===== config.mk =====
export PLATFORM = sky130hd
export DESIGN_NAME = lwc_finish
export DESIGN_NICKNAME = d
export VERILOG_FILES = /design/src/hdl/lwc_pkg.sv /design/src/hdl/lwc_finish.sv
export SDC_FILE = /design/constraint.sdc
export NUM_CORES = 2
export LEC_CHECK = 0
export BUFFER_PORTS_ARGS = -buffer_cell sky130_fd_sc_hd__clkbuf_2
export CELL_PAD_IN_SITES_DETAIL_PLACEMENT = 2
export CELL_PAD_IN_SITES_GLOBAL_PLACEMENT = 2
export CORE_UTILIZATION = 25
export DETAILED_ROUTE_END_ITERATION = 10
export GPL_TIMING_DRIVEN = 0
export PLACE_DENSITY = 0.6
export SLEW_MARGIN = 20
export SYNTH_ARGS = -nofsm -noshare
export SYNTH_HDL_FRONTEND = slang
export SYNTH_SLANG_ARGS = --single-unit

===== constraint.sdc =====
create_clock -name clk -period 11.7 [get_ports clk]
set_input_delay 1.17 -clock clk [delete_from_list [all_inputs] [get_ports clk]]
set_output_delay 1.17 -clock clk [all_outputs]
set_load 0.005 [all_outputs]

===== src/hdl/lwc_pkg.sv =====
// Shared widths, types and register codes for the line window clipper.
package lwc_pkg;

  localparam int COORD_BITS  = 16;
  localparam int T_FRAC_BITS = 16;

  // Derived widths
  localparam int CW    = COORD_BITS;           // coordinate
  localparam int TW    = T_FRAC_BITS + 1;      // t in Q1.F
  localparam int NW    = CW + T_FRAC_BITS + 1; // dividend / remainder
  localparam int DSW   = CW + TW + 1;          // shifted divisor
  localparam int STEPS = TW + 1;               // divider steps incl. overflow bit
  localparam int PW    = TW + CW + 2;          // t * d product
  localparam int TDW   = ((4 * CW + 7) / 8) * 8;

  localparam logic [TW-1:0] T_ONE = TW'(1) << T_FRAC_BITS;
  localparam logic [TW-1:0] T_MAX = {TW{1'b1}};

  // Configuration register indexes
  localparam logic [1:0] REG_WIN_LEFT   = 2'd0;
  localparam logic [1:0] REG_WIN_BOTTOM = 2'd1;
  localparam logic [1:0] REG_WIN_RIGHT  = 2'd2;
  localparam logic [1:0] REG_WIN_TOP    = 2'd3;

  localparam logic [CW-1:0] WIN_LEFT_RST   = CW'(0);
  localparam logic [CW-1:0] WIN_BOTTOM_RST = CW'(0);
  localparam logic [CW-1:0] WIN_RIGHT_RST  = CW'(639);
  localparam logic [CW-1:0] WIN_TOP_RST    = CW'(479);

  // Window bounds
  typedef struct packed {
    logic signed [CW-1:0] left;
    logic signed [CW-1:0] bottom;
    logic signed [CW-1:0] right;
    logic signed [CW-1:0] top;
  } win_t;

  // Item state while the edge ratios are divided, one lane per window edge
  typedef struct packed {
    logic signed [CW-1:0]     x1;
    logic signed [CW-1:0]     y1;
    logic signed [CW:0]       dx;
    logic signed [CW:0]       dy;
    logic [3:0][NW-1:0]       rem;
    logic [3:0][DSW-1:0]      den;
    logic [3:0][STEPS-1:0]    quo;
    logic [3:0]               entry;  // p<0, q<=0: bounds t1
    logic [3:0]               leave;  // p>0, q>=0: bounds t2
    logic                     reject;
  } div_t;

endpackage


===== src/hdl/lwc_finish.sv =====
// Entry/exit selection, endpoint multiply, rounding; last stage is the output register.
module lwc_finish (
  input  logic                   clk,
  input  logic                   rst_n,
  input  logic                   in_valid,
  output logic                   in_ready,
  input  lwc_pkg::div_t          in_data,
  output logic                   out_valid,
  input  logic                   out_ready,
  output logic                   visible,
  output logic [lwc_pkg::CW-1:0] csx,
  output logic [lwc_pkg::CW-1:0] csy,
  output logic [lwc_pkg::CW-1:0] cex,
  output logic [lwc_pkg::CW-1:0] cey
);
  import lwc_pkg::*;

  typedef struct packed {
    logic signed [CW-1:0] x1;
    logic signed [CW-1:0] y1;
    logic signed [CW:0]   dx;
    logic signed [CW:0]   dy;
    logic [TW-1:0]        t1;
    logic [TW-1:0]        t2;
    logic                 reject;
  } sel_t;

  typedef struct packed {
    logic signed [CW-1:0]  x1;
    logic signed [CW-1:0]  y1;
    logic [3:0][PW-1:0]    prod;  // t1*dx, t1*dy, t2*dx, t2*dy
    logic                  reject;
  } mul_t;

  typedef struct packed {
    logic          vis;
    logic [CW-1:0] sx;
    logic [CW-1:0] sy;
    logic [CW-1:0] ex;
    logic [CW-1:0] ey;
  } res_t;

  sel_t s_r, s_nxt;
  mul_t m_r, m_nxt;
  res_t o_r, o_nxt;
  logic s_v_r, m_v_r, o_v_r;
  logic s_ready, m_ready;

  assign m_ready   = !o_v_r || out_ready;
  assign s_ready   = !m_v_r || m_ready;
  assign in_ready  = !s_v_r || s_ready;
  assign out_valid = o_v_r;
  assign visible   = o_r.vis;
  assign csx       = o_r.sx;
  assign csy       = o_r.sy;
  assign cex       = o_r.ex;
  assign cey       = o_r.ey;

  // Stage 1: t1 = max over entry ratios, t2 = min over exit ratios
  always_comb begin
    logic [TW-1:0] r;
    s_nxt.x1     = in_data.x1;
    s_nxt.y1     = in_data.y1;
    s_nxt.dx     = in_data.dx;
    s_nxt.dy     = in_data.dy;
    s_nxt.reject = in_data.reject;
    s_nxt.t1     = '0;
    s_nxt.t2     = T_ONE;
    for (int l = 0; l < 4; l++) begin
      r = in_data.quo[l][STEPS-1] ? T_MAX : in_data.quo[l][TW-1:0];
      if (in_data.entry[l] && r > s_nxt.t1) s_nxt.t1 = r;
      if (in_data.leave[l] && r < s_nxt.t2) s_nxt.t2 = r;
    end
  end

  // Stage 2: crossed-parameter check and the four products
  always_comb begin
    logic signed [TW:0] t1s, t2s;
    t1s = {1'b0, s_r.t1};
    t2s = {1'b0, s_r.t2};
    m_nxt.x1      = s_r.x1;
    m_nxt.y1      = s_r.y1;
    m_nxt.reject  = s_r.reject || (s_r.t1 > s_r.t2);
    m_nxt.prod[0] = PW'(t1s * s_r.dx);
    m_nxt.prod[1] = PW'(t1s * s_r.dy);
    m_nxt.prod[2] = PW'(t2s * s_r.dx);
    m_nxt.prod[3] = PW'(t2s * s_r.dy);
  end

  // Stage 3: round to nearest (ties up), add base, zero on reject
  always_comb begin
    logic signed [PW-1:0] v;
    logic [3:0][CW-1:0]   c;
    for (int l = 0; l < 4; l++) begin
      v    = $signed(m_r.prod[l]) + $signed(PW'(T_ONE >> 1));
      v    = v >>> T_FRAC_BITS;
      c[l] = v[CW-1:0] + ((l % 2 == 0) ? m_r.x1 : m_r.y1);
    end
    o_nxt.vis = !m_r.reject;
    o_nxt.sx  = m_r.reject ? '0 : c[0];
    o_nxt.sy  = m_r.reject ? '0 : c[1];
    o_nxt.ex  = m_r.reject ? '0 : c[2];
    o_nxt.ey  = m_r.reject ? '0 : c[3];
  end

  always_ff @(posedge clk) begin
    if (!rst_n) begin
      s_v_r <= 1'b0;
      m_v_r <= 1'b0;
      o_v_r <= 1'b0;
    end else begin
      if (in_ready) s_v_r <= in_valid;
      if (s_ready)  m_v_r <= s_v_r;
      if (m_ready)  o_v_r <= m_v_r;
    end
  end

  always_ff @(posedge clk) begin
    if (in_ready && in_valid) s_r <= s_nxt;
    if (s_ready && s_v_r)     m_r <= m_nxt;
    if (m_ready && m_v_r)     o_r <= o_nxt;
  end

endmodule


==> results_dict.tcl <==
set metrics [dict create \
    status "finished, final reports clean" \
    max_stage_delay_ns 0.70 \
    cts_tree "built" \
    critical_path_class "in2reg" \
    rsz0062_at_grt "no" \
    routed_wl_um 212000 \
    grt-ovfl-total 0 \
    fmax_ghz 0.0951 \
    post_cts_buffers 0 \
    synth_cell_type_count 76 \
    cts_buffer_depth 3 \
    drt_pass1_iterations 5 \
    cpMostUsedCell "clkbuf_1" \
    numCtsBuffers 36 \
    core_area_um2 208000 \
    maxCapViolations 0 \
    die_h_um 460 \
    synth_fp_nets 7510 \
    tightest_slew_ns 1.21 \
    area_growth_pct 11.6 \
    max_slew_margin_pct 19.4 \
    synth-seq-cells 270 \
    placement.io_buffers 213 \
    ctsHoldBuffers 0 \
    cts_root_buf "clkbuf_16" \
    via_count 40000 \
    worst-path-max-fanout 10 \
    place.gp.congestion 0.869 \
    synth-seq-area-share_pct 15.4 \
    track_usage_pct 20.3 \
    wire_per_inst_um 24.5 \
    ys.flop_type "edfxtp_1" \
    route.detailed.drc 0 \
    post_drt_via_cell_ratio 4.61 \
    yosysWarnings 0 \
    whs_ns 0.418 \
    synth-edff-count 267 \
    ant_nets 0 \
    numClockSinks 270 \
    rows 167 \
    cp_data_required_time_ns 12.04 \
    die_area_um2 212000 \
    fin_tns_setup_ns 0 \
    cp-end-kind "flop" \
    drive_gt1_share_pct 5.95 \
    die_w_um 460 \
    cp.arrival_ns 10.86 \
    postLayoutCoreUtil_pct 28.2 \
    syn_inst 5591 \
    holdCritPathClass "reg2reg" \
    slowest_stage "o21ai_1" \
    postCtsResizedCells 0 \
    final_max_slew_viol_count 0 \
    grt_max_degree 30 \
    initial_utilization_pct 25.2 \
    drt_first_iter_violations 1841 \
    antenna_found_initial 21 \
    netlist_area_um2 52500 \
    hold_viol 0 \
    post-route-min-period_ns 10.52 \
    finalCritPeriodShare_pct 89.9 \
    grt_pass1_wl_um 312000 \
    async_flop_share_pct 0 \
    clk_pin_slew_worst_paths_ns 0.06 \
    syn_area_per_cell_um2 9.39 \
    htree_levels 2 \
    grt_pass1_vias 45900 \
    setup.worst_path.start_class "primary input" \
    clock_latency_ns 0.65 \
    clock-skew-final_ns 0.0658 \
    pin_count 486 \
    design.final.nets 7775 \
    hpwlAfterDp_um 183000 \
    setup-violations-final 0 \
]
==> layout by cell type, fill, tap and decap left out, types with 7 or more instances in the layout <==
cell type and count:
o21bai_1 17, clkinv_1 9, clkbuf_16 36, a21boi_0 10
mux2_2 20, mux2i_1 21, a31oi_1 14, or2_2 9
nor2b_1 39, xor2_1 68, fa_1 896, edfxtp_1 267
o211ai_1 28, ha_1 604, inv_1 1105, and2_1 483
nand2_1 749, a21o_1 64, clkbuf_2 221, buf_16 8
nand4_1 24, o31ai_1 17, nand2b_1 32, xnor2_1 121
o21a_1 27, nand3_1 74, nor4_1 7, and3_1 29
nor3_1 44, o21ai_0 111, mux2_4 10, nor2_1 230
a21oi_1 110, a211oi_1 17, clkbuf_1 233
==> logic make-up after synthesis <==
group	after synthesis	synth area share [%]
and+or+nand+nor	1749	16.0
adders and majority gates	1500	48.6
buffers and inverters	1351	9.71
AOI/OAI and AO/OA	478	5.98
DFF	270	15.4
xor gates and xnor gates	191	3.19
muxes	52	1.14
==> sequential cells by signal, summed over array words and instances (netlist names) <==
| name | count |
|---|---|
| m_r | 101 |
| s_v_r | 1 |
| visible | 1 |
| out_valid | 1 |
| s_r | 69 |
| cex | 16 |
| m_nxt | 32 |
| cey | 16 |
| m_v_r | 1 |
| csy | 16 |
| csx | 16 |
==> routing by layer <==
| layer | global-route usage (%) | wire [µm] | vias up |
|---|---|---|---|
| met5 | 0 | 49 | - |
| met4 | 6.45 | 7660 | 8 |
| met3 | 1.88 | 7850 | 247 |
| met2 | 35.6 | 104000 | 806 |
| li1 | - | - | 17900 |
| met1 | 26.0 | 92800 | 21100 |
==> synthesized netlist by cell type (all sizes together) (7+ instances only) <==
cell    instances  share of area [%]
inv          1105                7.9
fa            896                 34
nand2         749                5.4
ha            604                 14
and2          483                5.8
edfxtp        267                 15
clkbuf        236                1.7
nor2          230                1.6
xnor2         123                2.1
o21ai         112                1.1
a21oi         110                1.0
nand3          74               0.71
xor2           68                1.1
a21o           64               0.92
nor3           44               0.42
nor2b          40               0.48
nand2b         32               0.38
mux2           30               0.72
and3           29               0.35
o211ai         28               0.40
o21a           27               0.39
nand4          24               0.29
mux2i          22               0.43
a211oi         17               0.24
o21bai         17               0.24
o31ai          17               0.24
a31oi          16               0.20
a21boi         11               0.16
buf             9               0.12
or2             9               0.11
nor3b           7               0.12
nor4            7              0.083
==> metrics by stage <==
step | instance area, µm² | setup slack, ns | std cells
floorplan | 52500 | 2.41 | 5591
global placement | 57000 | -1.85 | 8592
detailed placement | 57400 | 0.529 | 8606
CTS | 58600 | 1.21 | 8670
global route | 58600 | 0.505 | 8670
finish | 58600 | 1.18 | 8676
==> worst max-delay path: cells and delay by family <==
family / cells / cell delay [ns]
AOI/OAI and AO/OA: 20 / 4.73
buffers and inverters: 8 / 2.80
and+or+nand+nor: 7 / 1.25
adders and majority gates: 3 / 0.87
==> final timing paths <==
path / from / end / slack, ns / cells past startpoint
setup / recovery: in_data[12] / s_r[30] / 1.18 / 38
hold / removal: m_nxt[158] / m_r[158] / 0.42 / 0
setup reg to reg: s_r[18] / m_r[29] / 2.79 / 20
hold reg to reg: m_nxt[158] / m_r[158] / 0.42 / 0
==> layout make-up <==
cell class,count,area [µm²]
Antenna cell,6,15.0
Buffer,245,957
Clock buffer,41,920
Clock inverter,23,225
Fill cell,23400,149000
Inverter,1106,4150
Multi-Input combinational cell,3970,39400
Sequential cell,270,8080
Tap cell,2788,3490
Timing Repair Buffer,227,1390
Power is not shown: default switching activity piles up to over one toggle a cycle in this logic, so the estimate is an artifact.
