$ cat src/hdl/lwc_pkg.sv
// Shared widths, types and register codes for the line window clipper.
package lwc_pkg;

  localparam int COORD_BITS  = 16;
  localparam int T_FRAC_BITS = 16;

  // Derived widths
  localparam int CW    = COORD_BITS;           // coordinate
  localparam int TW    = T_FRAC_BITS + 1;      // t in Q1.F
  localparam int NW    = CW + T_FRAC_BITS + 1; // dividend / remainder
  localparam int DSW   = CW + TW + 1;          // shifted divisor
  localparam int STEPS = TW + 1;               // divider steps incl. overflow bit
  localparam int PW    = TW + CW + 2;          // t * d product
  localparam int TDW   = ((4 * CW + 7) / 8) * 8;

  localparam logic [TW-1:0] T_ONE = TW'(1) << T_FRAC_BITS;
  localparam logic [TW-1:0] T_MAX = {TW{1'b1}};

  // Configuration register indexes
  localparam logic [1:0] REG_WIN_LEFT   = 2'd0;
  localparam logic [1:0] REG_WIN_BOTTOM = 2'd1;
  localparam logic [1:0] REG_WIN_RIGHT  = 2'd2;
  localparam logic [1:0] REG_WIN_TOP    = 2'd3;

  localparam logic [CW-1:0] WIN_LEFT_RST   = CW'(0);
  localparam logic [CW-1:0] WIN_BOTTOM_RST = CW'(0);
  localparam logic [CW-1:0] WIN_RIGHT_RST  = CW'(639);
  localparam logic [CW-1:0] WIN_TOP_RST    = CW'(479);

  // Window bounds
  typedef struct packed {
    logic signed [CW-1:0] left;
    logic signed [CW-1:0] bottom;
    logic signed [CW-1:0] right;
    logic signed [CW-1:0] top;
  } win_t;

  // Item state while the edge ratios are divided, one lane per window edge
  typedef struct packed {
    logic signed [CW-1:0]     x1;
    logic signed [CW-1:0]     y1;
    logic signed [CW:0]       dx;
    logic signed [CW:0]       dy;
    logic [3:0][NW-1:0]       rem;
    logic [3:0][DSW-1:0]      den;
    logic [3:0][STEPS-1:0]    quo;
    logic [3:0]               entry;  // p<0, q<=0: bounds t1
    logic [3:0]               leave;  // p>0, q>=0: bounds t2
    logic                     reject;
  } div_t;

endpackage

$ cat src/hdl/lwc_prep.sv
// Edge terms, classification and dividend setup (two register stages).
module lwc_prep (
  input  logic                  clk,
  input  logic                  rst_n,
  input  lwc_pkg::win_t         win,
  input  logic                  in_valid,
  output logic                  in_ready,
  input  logic [lwc_pkg::CW-1:0] sx,
  input  logic [lwc_pkg::CW-1:0] sy,
  input  logic [lwc_pkg::CW-1:0] ex,
  input  logic [lwc_pkg::CW-1:0] ey,
  output logic                  out_valid,
  input  logic                  out_ready,
  output lwc_pkg::div_t         out_data
);
  import lwc_pkg::*;

  typedef struct packed {
    logic signed [CW-1:0]    x1;
    logic signed [CW-1:0]    y1;
    logic signed [CW:0]      dx;
    logic signed [CW:0]      dy;
    logic [3:0][CW:0]        q;
  } edge_t;

  edge_t a_r, a_nxt;
  logic  a_v_r;
  logic  a_ready;
  div_t  b_r, b_nxt;
  logic  b_v_r;

  assign out_valid = b_v_r;
  assign out_data  = b_r;
  assign a_ready   = !b_v_r || out_ready;
  assign in_ready  = !a_v_r || a_ready;

  // Stage A: deltas and window distances
  always_comb begin
    logic signed [CW:0] x1e, y1e;
    x1e = {sx[CW-1], sx};
    y1e = {sy[CW-1], sy};
    a_nxt.x1   = sx;
    a_nxt.y1   = sy;
    a_nxt.dx   = {ex[CW-1], ex} - x1e;
    a_nxt.dy   = {ey[CW-1], ey} - y1e;
    a_nxt.q[0] = x1e - {win.left[CW-1], win.left};
    a_nxt.q[1] = {win.right[CW-1], win.right} - x1e;
    a_nxt.q[2] = y1e - {win.bottom[CW-1], win.bottom};
    a_nxt.q[3] = {win.top[CW-1], win.top} - y1e;
  end

  // Stage B: lane roles, magnitudes, rounded dividend
  always_comb begin
    logic signed [CW:0] p, q;
    logic [CW:0]        pa, qa;
    logic [CW-1:0]      pm, qm;
    b_nxt.x1     = a_r.x1;
    b_nxt.y1     = a_r.y1;
    b_nxt.dx     = a_r.dx;
    b_nxt.dy     = a_r.dy;
    b_nxt.reject = 1'b0;
    for (int l = 0; l < 4; l++) begin
      p  = (l < 2) ? a_r.dx : a_r.dy;
      if (l % 2 == 0) p = -p;
      q  = a_r.q[l];
      pa = p[CW] ? -p : p;
      qa = q[CW] ? -q : q;
      pm = pa[CW-1:0];
      qm = qa[CW-1:0];
      b_nxt.entry[l] = p[CW] && (q[CW] || q == '0);
      b_nxt.leave[l] = !p[CW] && p != '0 && !q[CW];
      if ((p == '0 || !p[CW]) && q[CW]) b_nxt.reject = 1'b1;
      b_nxt.rem[l] = NW'({qm, {T_FRAC_BITS{1'b0}}}) + NW'(pm >> 1);
      b_nxt.den[l] = DSW'(pm) << STEPS;
      b_nxt.quo[l] = '0;
    end
  end

  always_ff @(posedge clk) begin
    if (!rst_n) begin
      a_v_r <= 1'b0;
      b_v_r <= 1'b0;
    end else begin
      if (in_ready) a_v_r <= in_valid;
      if (a_ready)  b_v_r <= a_v_r;
    end
  end

  always_ff @(posedge clk) begin
    if (in_ready && in_valid) a_r <= a_nxt;
    if (a_ready && a_v_r)     b_r <= b_nxt;
  end

endmodule

$ cat config.mk
export PLATFORM = sky130hd
export DESIGN_NAME = lwc_prep
export DESIGN_NICKNAME = d
export VERILOG_FILES = /design/src/hdl/lwc_pkg.sv /design/src/hdl/lwc_prep.sv
export SDC_FILE = /design/constraint.sdc
export NUM_CORES = 1
export LEC_CHECK = 0
export BUFFER_PORTS_ARGS = -buffer_cell sky130_fd_sc_hd__buf_4
export CAP_MARGIN = 25
export CORE_MARGIN = 4
export CORE_UTILIZATION = 40
export DETAILED_ROUTE_END_ITERATION = 8
export SLEW_MARGIN = 20
export SYNTH_ARGS = -nofsm -noshare
export SYNTH_HDL_FRONTEND = slang
export SYNTH_SLANG_ARGS = --single-unit
$ cat constraint.sdc
create_clock -name clk -period 13.2 [get_ports clk]
set_input_delay 0.66 -clock clk [delete_from_list [all_inputs] [get_ports clk]]
set_output_delay 0.66 -clock clk [all_outputs]
set_load 0.005 [all_outputs]
==> results of run 1 <==
## layer usage
layer  track usage (%)  vias up  share of wire, %
met5                 0        -             0.024
li1                  -     6354                 -
met2              30.7      484                48
met4              5.25        2               2.4
met3              3.50       66               6.0
met1              23.9     6215                43
## synthesized netlist by cell type (12+ instances only)
cell	n	area [um^2]
o21ai_0	76	380
edfxtp_1	333	10000
inv_1	129	484
o31ai_1	14	105
ha_1	106	1330
a21oi_1	54	270
o21a_1	31	233
nand2_1	104	390
nand3_1	18	90.1
xor2_1	42	368
nor2b_1	26	163
a21boi_0	13	97.6
nand2b_1	22	138
nor3_1	17	85.1
nand4_1	16	100
nor2_1	91	342
xnor2_1	156	1370
a21o_1	38	285
clkbuf_1	22	82.6
a31oi_1	12	75.1
buf_4	218	1640
## path summary, 6_finish.rpt
kind,to,startpoint,cells past startpoint
worst min register to register,out_data[409],a_r[128],0
worst min-delay path,a_r[125],sx[7],1
worst max register to register,out_data[108],a_r[89],12
worst max-delay path,out_data[108],a_r[89],12
## sequential cells by signal (all words and copies together), names as in the netlist
register / cells
out_valid: 1
a_v_r: 1
a_r: 134
out_data: 199
## cell type report
type                            instances  area (um^2)  area share, %
Sequential cell                       335        10000           42.9
Multi-Input combinational cell       1137         7750           33.1
Timing Repair Buffer                  400         3000           12.8
Clock buffer                           45         1040           4.45
Tap cell                              615          769           3.29
Inverter                              129          484           2.07
Clock inverter                         25          289           1.24
Antenna cell                            3         7.51         0.0321
## logic make-up after synthesis
family                     count (synthesis)  share of synthesized area [%]
DFF                                      335                           51.5
adders and majority gates                112                           7.42
xor gates and xnor gates                 199                           9.03
and+or+nand+nor                          362                           9.57
AOI/OAI and AO/OA                        307                           10.5
buffers and inverters                    382                           11.7
muxes                                      5                          0.263
other                                      1                         0.0192
## critical path: cells and delay by family, from the launching register on
family                     cells  cell delay, ns
xor gates and xnor gates       1            0.13
and+or+nand+nor                7            2.04
buffers and inverters          1            0.25
adders and majority gates      1            0.63
DFF                            1            0.61
AOI/OAI and AO/OA              2            0.39
## power groups by stage
stage | sequential (mW) | combinational, mW | clock, mW
4_1_cts | 1.42 | 0.569 | 1.16
3_3_place_gp | 1.44 | 0.560 | 0
2_1_floorplan | 1.41 | 0.419 | 0
3_5_place_dp | 1.44 | 0.565 | 0
5_1_grt | 1.43 | 0.627 | 1.20
6_report | 1.42 | 0.565 | 1.13
==> flow_summary.json, run 1 <==
{
  "power_frac_clock_pct": 36.2,
  "postLayoutCellArea_um2": 23400,
  "grt.overflow.total": 0,
  "first_global_vias": 13087,
  "vias": 13121,
  "nFillCells": 4282,
  "status": "complete, no violations",
  "worst_hold_slack_ns": 0.320,
  "rows": 80,
  "setup_slack_ns": 8.88,
  "antenna_found_initial": 6,
  "post_cts_buffers": 0,
  "cts_buffers": 39,
  "setup_violations": 0,
  "slew_headroom_pct": 36.0,
  "crit_path_start_kind": "flop",
  "core_um2": 47900,
  "drtIter0Drc": 748,
  "grt_max_degree": 72,
  "start_util_pct": 40.7,
  "ys_seq_area_share_pct": 51.5,
  "place_ws_ns": 8.88,
  "die-area_um2": 52400,
  "async_flop_share_pct": 0,
  "final_cell_mix": "400 x buf_4, 333 x edfxtp_1, 156 x xnor2_1, 152 x conb_1, 129 x inv_1",
  "finish.utilization_pct": 48.8,
  "ant_nets": 0,
  "p_comb_share_pct": 18.2,
  "hp-class": "in2reg",
  "layout-drive-gt1-share_pct": 23.7,
  "cts_resized": 0,
  "die_h_um": 229,
  "grt_pass1_wl_um": 75200,
  "syn_area_per_cell_um2": 11.5,
  "clock-root-buffer": "clkbuf_16",
  "wl_um": 49900,
  "synth_cells": 1703,
  "cts_buffer_depth": 3,
  "ys_seq_elements": 335,
  "worstMarginPinSlew_ns": 0.960,
  "p_leak_nw": 9.84,
  "placed_cells": 2616,
  "drt-pass1-iter-count": 5,
  "worstSetupEndpointType": "flop",
  "finalHoldViolations": 0,
  "critPathKind": "reg2reg",
  "slowest_stage": "ha_1",
  "rsz0062_at_grt": "no",
  "min_period_over_period_pct": 32.7,
  "drc": 0,
  "intPower_mw": 2.28,
  "drv_slew": 0,
  "stdcell_count": 2689,
  "clkTransAtPathRegs_ns": 0.06,
  "required_ns": 13.49,
  "synth_area_um2": 19500,
  "p_sw_share_pct": 26.6,
  "peakVddDrop_mv": 0.0840,
  "crit_chain": "nor4_4 -> and2_1 -> nand2_4 -> or4b_4 -> or3_1 -> ha_1 -> inv_1 -> o221a_2 -> nor2_1 -> o21a_1 -> nand2_1 -> xnor2_1",
  "htreeDepth": 2,
  "mostFrequentLayoutCell": "buf_4",
  "cts_tree": "done",
  "skew_ns": 0.0230,
  "gp_routability_congestion": 0.919,
  "io_buffers": 396,
  "place_area_um2": 22000,
  "synth_enable_flop_cells": 333,
  "arrival_ns": 4.61,
  "p_sw_mw": 0.825,
  "die_w_um": 229,
  "place_hpwl_um": 38800,
  "p_total_mw": 3.11,
  "max_freq_mhz": 232,
  "seq_power_share_pct": 45.6,
  "slowest_delay_ns": 0.63,
  "clock-sinks": 335,
  "r2r_slack_ns": 8.88,
  "ios": 549,
  "cp_max_fo": 17,
  "tns_ns": 0,
  "yosysUniqueCellTypes": 74,
  "finish.net_count": 2286,
  "viasPerCell": 4.88,
  "wl_per_cell_um": 18.6,
  "syn_to_final_growth_pct": 19.9,
  "insertion_delay_ns": 0.55,
  "grt_use_total_pct": 18.2,
  "yosysWarnings": 0,
  "ys.flop_type": "edfxtp_1",
  "finalCriticalPeriod_ns": 4.32,
  "holdBufCountCts": 0,
  "drv_cap": 0,
  "power_density_nw_per_um2": 133
}
Power figures use the tool's default switching activity.
==> run 2: changes to the inputs <==
clock period = 4.2 ns   (was 13.2 ns; I/O delays follow)
==> run 2 against run 1 <==
Compared with the run above:
- first-iteration DRC count grew 1.5%
- non-clock buffer count is 46 higher
- fmax increased by 12%
- largest power group unchanged
- global-route usage barely moved
- sequential cell count unchanged
- sequential power rose to 3.1 times the previous value
- final area grew 1.6%
- worst setup slack worse by 8.6 ns
- via count grew 1.4%
- total power grew to 3.1 times the previous value
==> flow_summary.json, run 2 (synthesis gave the netlist of run 1 again) <==
{
  "status": "complete, no violations",
  "grt_pass1_wl_um": 75400,
  "final_cell_mix": "410 x buf_4, 333 x edfxtp_1, 156 x xnor2_1, 152 x conb_1, 129 x inv_1",
  "crit_family": "simple AND/OR/NAND/NOR gates",
  "holdBufCountCts": 34,
  "place_ws_ns": 0.335,
  "start_util_pct": 40.7,
  "rows": 80,
  "setup_slack_ns": 0.330,
  "drt-pass1-iter-count": 5,
  "required_ns": 4.49,
  "htreeDepth": 2,
  "min_period_over_period_pct": 92.1,
  "finalHoldViolations": 0,
  "io_buffers": 396,
  "layout-drive-gt1-share_pct": 23.5,
  "cts_tree": "done",
  "rsz0062_at_grt": "no",
  "finalCriticalPeriod_ns": 3.87,
  "vias": 13311,
  "slowest_delay_ns": 0.55,
  "clkTransAtPathRegs_ns": 0.05,
  "grt.overflow.total": 0,
  "grt.met3_usage_pct": 3.66,
  "crit_chain": "nor4_4 -> and2_1 -> nand2_4 -> or4b_4 -> or3_1 -> ha_1 -> inv_1 -> o221a_2 -> nor2_1 -> o21a_1 -> nand2_1 -> xnor2_1",
  "wl_per_cell_um": 18.3,
  "cts_buffer_depth": 3,
  "mostFrequentLayoutCell": "buf_4",
  "ant_nets": 0,
  "max_freq_mhz": 258,
  "use_met2_pct": 30.3,
  "die-area_um2": 52400,
  "die_w_um": 229,
  "viasPerCell": 4.87,
  "ios": 549,
  "grt_use_total_pct": 18.2,
  "core_um2": 47900,
  "setup_violations": 0,
  "p_leak_nw": 10.0,
  "slowest_stage": "or4b_4",
  "clock-sinks": 335,
  "insertion_delay_ns": 0.55,
  "grt_max_degree": 126,
  "met1_usage_pct": 24.2,
  "drv_slew": 0,
  "finish.net_count": 2333,
  "slew_headroom_pct": 38.7,
  "antenna_found_initial": 5,
  "worstMarginPinSlew_ns": 0.919,
  "hp-class": "in2reg",
  "wl_um": 49900,
  "die_h_um": 229,
  "syn_to_final_growth_pct": 21.8,
  "first_global_vias": 13120,
  "cts_buffers": 40,
  "cp_max_fo": 9,
  "arrival_ns": 4.16,
  "tns_ns": 0,
  "crit_path_start_kind": "flop",
  "top_usage_layer": "met2",
  "drtIter0Drc": 759,
  "skew_ns": 0.0182,
  "drc": 0,
  "worstSetupEndpointType": "flop",
  "post_cts_buffers": 0,
  "drv_cap": 0,
  "largest_register_ffs": 199,
  "postLayoutCellArea_um2": 23700,
  "power_density_nw_per_um2": 405,
  "cts_resized": 0,
  "place_hpwl_um": 38500,
  "clock-root-buffer": "clkbuf_16",
  "gp_routability_congestion": 0.884,
  "place_area_um2": 22200,
  "path_buf_inv": 1,
  "critPathKind": "reg2reg",
  "peakVddDrop_mv": 0.220
}
==> run 2: layer usage <==
layer / vias up / share of wire (%)
met3: 68 / 6.3
met1: 6359 / 44
met5: - / 0.022
met4: 2 / 2.5
li1: 6450 / -
met2: 432 / 48
==> run 2: cell type report <==
class	count	area, um^2
antenna	4	10.0
clock buffer	48	1050
clock inverter	19	185
fill	4285	24200
inverter	129	484
multi-input combinational	1137	7750
sequential	335	10000
tap	615	769
timing repair buffer	446	3460
==> run 2: final timing paths <==
path / start / to / slack, ns / cells past startpoint
setup / recovery: a_r[87] / out_data[108] / 0.33 / 12
hold / removal: out_ready / out_valid / 0.06 / 3
setup reg to reg: a_r[87] / out_data[108] / 0.33 / 12
hold reg to reg: a_r[124] / out_data[405] / 0.42 / 0
==> run 2: worst reg2reg max path, cell delays in order, from the launching register on <==
cell and delay [ns]:
edfxtp_1 0.53, nor4_4 0.37, and2_1 0.33, nand2_4 0.12
or4b_4 0.55, or3_1 0.34, ha_1 0.43, inv_1 0.18
o221a_2 0.18, nor2_1 0.18, o21a_1 0.19, nand2_1 0.07
xnor2_1 0.14
==> run 2: per-stage QoR <==
step	hold WS (ns)	utilization (%)	total power [mW]	std cells
after floorplan	0.309	-	5.71	1854
after global placement	0.401	46.2	6.29	2628
after detailed placement	0.405	46.2	6.31	2628
after CTS	0.0188	49.5	9.73	2729
after global routing	0.0320	49.5	10.1	2732
final	0.0567	49.5	9.62	2733
==> run 2: report_power, final <==
| part | switching (mW) | internal, mW | leakage [nW] | total, mW |
|---|---|---|---|---|
| logic | 0.934 | 0.909 | 6.22 | 1.84 |
| registers | 0.283 | 4.15 | 3.19 | 4.43 |
| clock network | 1.34 | 2.01 | 0.610 | 3.35 |
| total | 2.55 | 7.07 | 10.0 | 9.62 |
==> run 3: changes to the inputs <==
--- a/config.mk
+++ b/config.mk
@@ -11,5 +11,5 @@
 export CORE_UTILIZATION = 40
 export DETAILED_ROUTE_END_ITERATION = 8
-export SLEW_MARGIN = 20
+export SLEW_MARGIN = 15
 export SYNTH_ARGS = -nofsm -noshare
 export SYNTH_HDL_FRONTEND = slang
==> constraint.sdc (replaced) <==
create_clock -name clk -period 4.2 [get_ports clk]
set_input_delay 0.21 -clock clk [delete_from_list [all_inputs] [get_ports clk]]
set_output_delay 0.21 -clock clk [all_outputs]
set_load 0.02 [all_outputs]
==> run 3 against run 2 <==
Compared with the run above:
- fmax is 0.42% lower
- worst setup slack worse by 0.016 ns
- sequential cell count stayed put
- core utilization hardly changed
- critical path depth stayed put
- via count is 0.77% higher
- global-route usage is 0.40 points higher
- clock power is 4% lower
- first-iteration DRC count is 3.4% higher
==> flow_summary.json, run 3 (synthesis gave the netlist of run 1 again) <==
{
  "status": "complete, no violations",
  "post_cts_buffers": 0,
  "first_global_vias": 13480,
  "largest_register_ffs": 199,
  "cts_tree": "done",
  "core_um2": 47900,
  "reg2reg_depth": 12,
  "wl_per_cell_um": 18.6,
  "crit_path_start_kind": "flop",
  "ant_nets": 0,
  "arrival_ns": 4.18,
  "finish.net_count": 2334,
  "final_cell_mix": "409 x buf_4, 333 x edfxtp_1, 156 x xnor2_1, 152 x conb_1, 129 x inv_1",
  "drt-pass1-iter-count": 5,
  "rows": 80,
  "rsz0062_at_grt": "no",
  "gp_routability_congestion": 0.916,
  "vias": 13413,
  "hp-class": "in2reg",
  "finalHoldViolations": 0,
  "cp_max_fo": 9,
  "drv_slew": 0,
  "drtIter0Drc": 785,
  "peakVddDrop_mv": 0.230,
  "cts_buffers": 40,
  "worstSetupEndpointType": "flop",
  "p_leak_nw": 10.0,
  "wl_um": 50800,
  "die_h_um": 229,
  "min_period_over_period_pct": 92.5,
  "worstMarginPinSlew_ns": 0.883,
  "cts_buffer_depth": 3,
  "grt.overflow.total": 0,
  "antenna_found_initial": 7,
  "nFillCells": 4226,
  "hold_depth": 3,
  "viasPerCell": 4.90,
  "start_util_pct": 40.7,
  "clkTransAtPathRegs_ns": 0.06,
  "drv_cap": 0,
  "skew_ns": 0.0243,
  "power_density_nw_per_um2": 413,
  "syn_to_final_growth_pct": 21.7,
  "max_freq_mhz": 257,
  "insertion_delay_ns": 0.55,
  "critPathKind": "reg2reg",
  "clock-sinks": 335,
  "die-area_um2": 52400,
  "htreeDepth": 2,
  "grt_use_total_pct": 18.6,
  "setup_violations": 0,
  "finalCriticalPeriod_ns": 3.89,
  "clock-root-buffer": "clkbuf_16",
  "die_w_um": 229,
  "place_hpwl_um": 39300,
  "drc": 0,
  "tns_ns": 0,
  "postLayoutCellArea_um2": 23700,
  "slew_headroom_pct": 41.1,
  "mostFrequentLayoutCell": "buf_4",
  "ios": 549,
  "grt_max_degree": 98,
  "layout-drive-gt1-share_pct": 23.7,
  "r2r_slack_ns": 0.31,
  "required_ns": 4.50,
  "io_buffers": 396,
  "place_area_um2": 22200,
  "grt_pass1_wl_um": 76900
}
run 3: cell count changes in the layout (fill, tap and decap cells not counted), sizes merged:
cell      change
bufinv        -3
clkbuf        -3
clkinv        +3
clkinvlp      +3
diode         +2
buf           +1
inv           +1
run 3: power by group:
group	switching, mW	internal (mW)
logic	1.25	0.926
registers	0.281	4.15
clock network	1.37	1.84
run 3: through the flow:
step,instances,hold slack (ns),setup slack [ns],total power [mW],util [%]
2_1_floorplan,1854,0.309,0.250,6.04,-
3_3_place_gp,2629,0.401,0.372,6.62,46.3
3_5_place_dp,2629,0.405,0.307,6.65,46.3
4_1_cts,2731,0.0204,0.304,9.93,49.5
5_1_grt,2735,0.0365,0.0312,10.3,49.5
6_report,2737,0.0581,0.314,9.81,49.5
run 3: metal layers:
metal	wire, um	share of wire (%)	vias to the layer above	GRT usage [%]
li1	-	-	6460	-
met1	21800	43	6418	23.8
met2	24600	48	451	31.8
met3	3000	5.9	82	3.89
met4	1370	2.7	2	5.76
met5	13	0.026	-	0
run 3: worst paths after layout:
path | to | from
worst max-delay path | out_data[108] | a_r[87]
worst min-delay path | a_r[0] | win[48]
worst max register to register | out_data[108] | a_r[87]
worst min register to register | out_data[395] | a_r[114]
run 3: what timing repair did:
item,CTS,global route
resized for setup,0,0
hold buffers,34,0
hold endpoints to repair,34,0
run 3: worst max-delay path, cell delays in order (launching register included):
cell and delay [ns]:
edfxtp_1 0.53, nor4_4 0.39, and2_1 0.32, nand2_4 0.12
or4b_4 0.55, or3_1 0.33, ha_1 0.47, inv_1 0.20
o221a_2 0.18, nor2_1 0.16, o21a_1 0.19, nand2_1 0.07
xnor2_1 0.13
run 3: final cells by class:
cell class | instances | area [um^2] | share of cell area, %
clock buffers | 45 | 1040 | 4.38
flip-flops and latches | 335 | 10000 | 42.3
repair buffers | 447 | 3490 | 14.7
multi-input cells | 1137 | 7750 | 32.6
clock inverters | 23 | 153 | 0.643
diodes | 6 | 15.0 | 0.0632
inverters | 129 | 484 | 2.04
well taps | 615 | 769 | 3.24
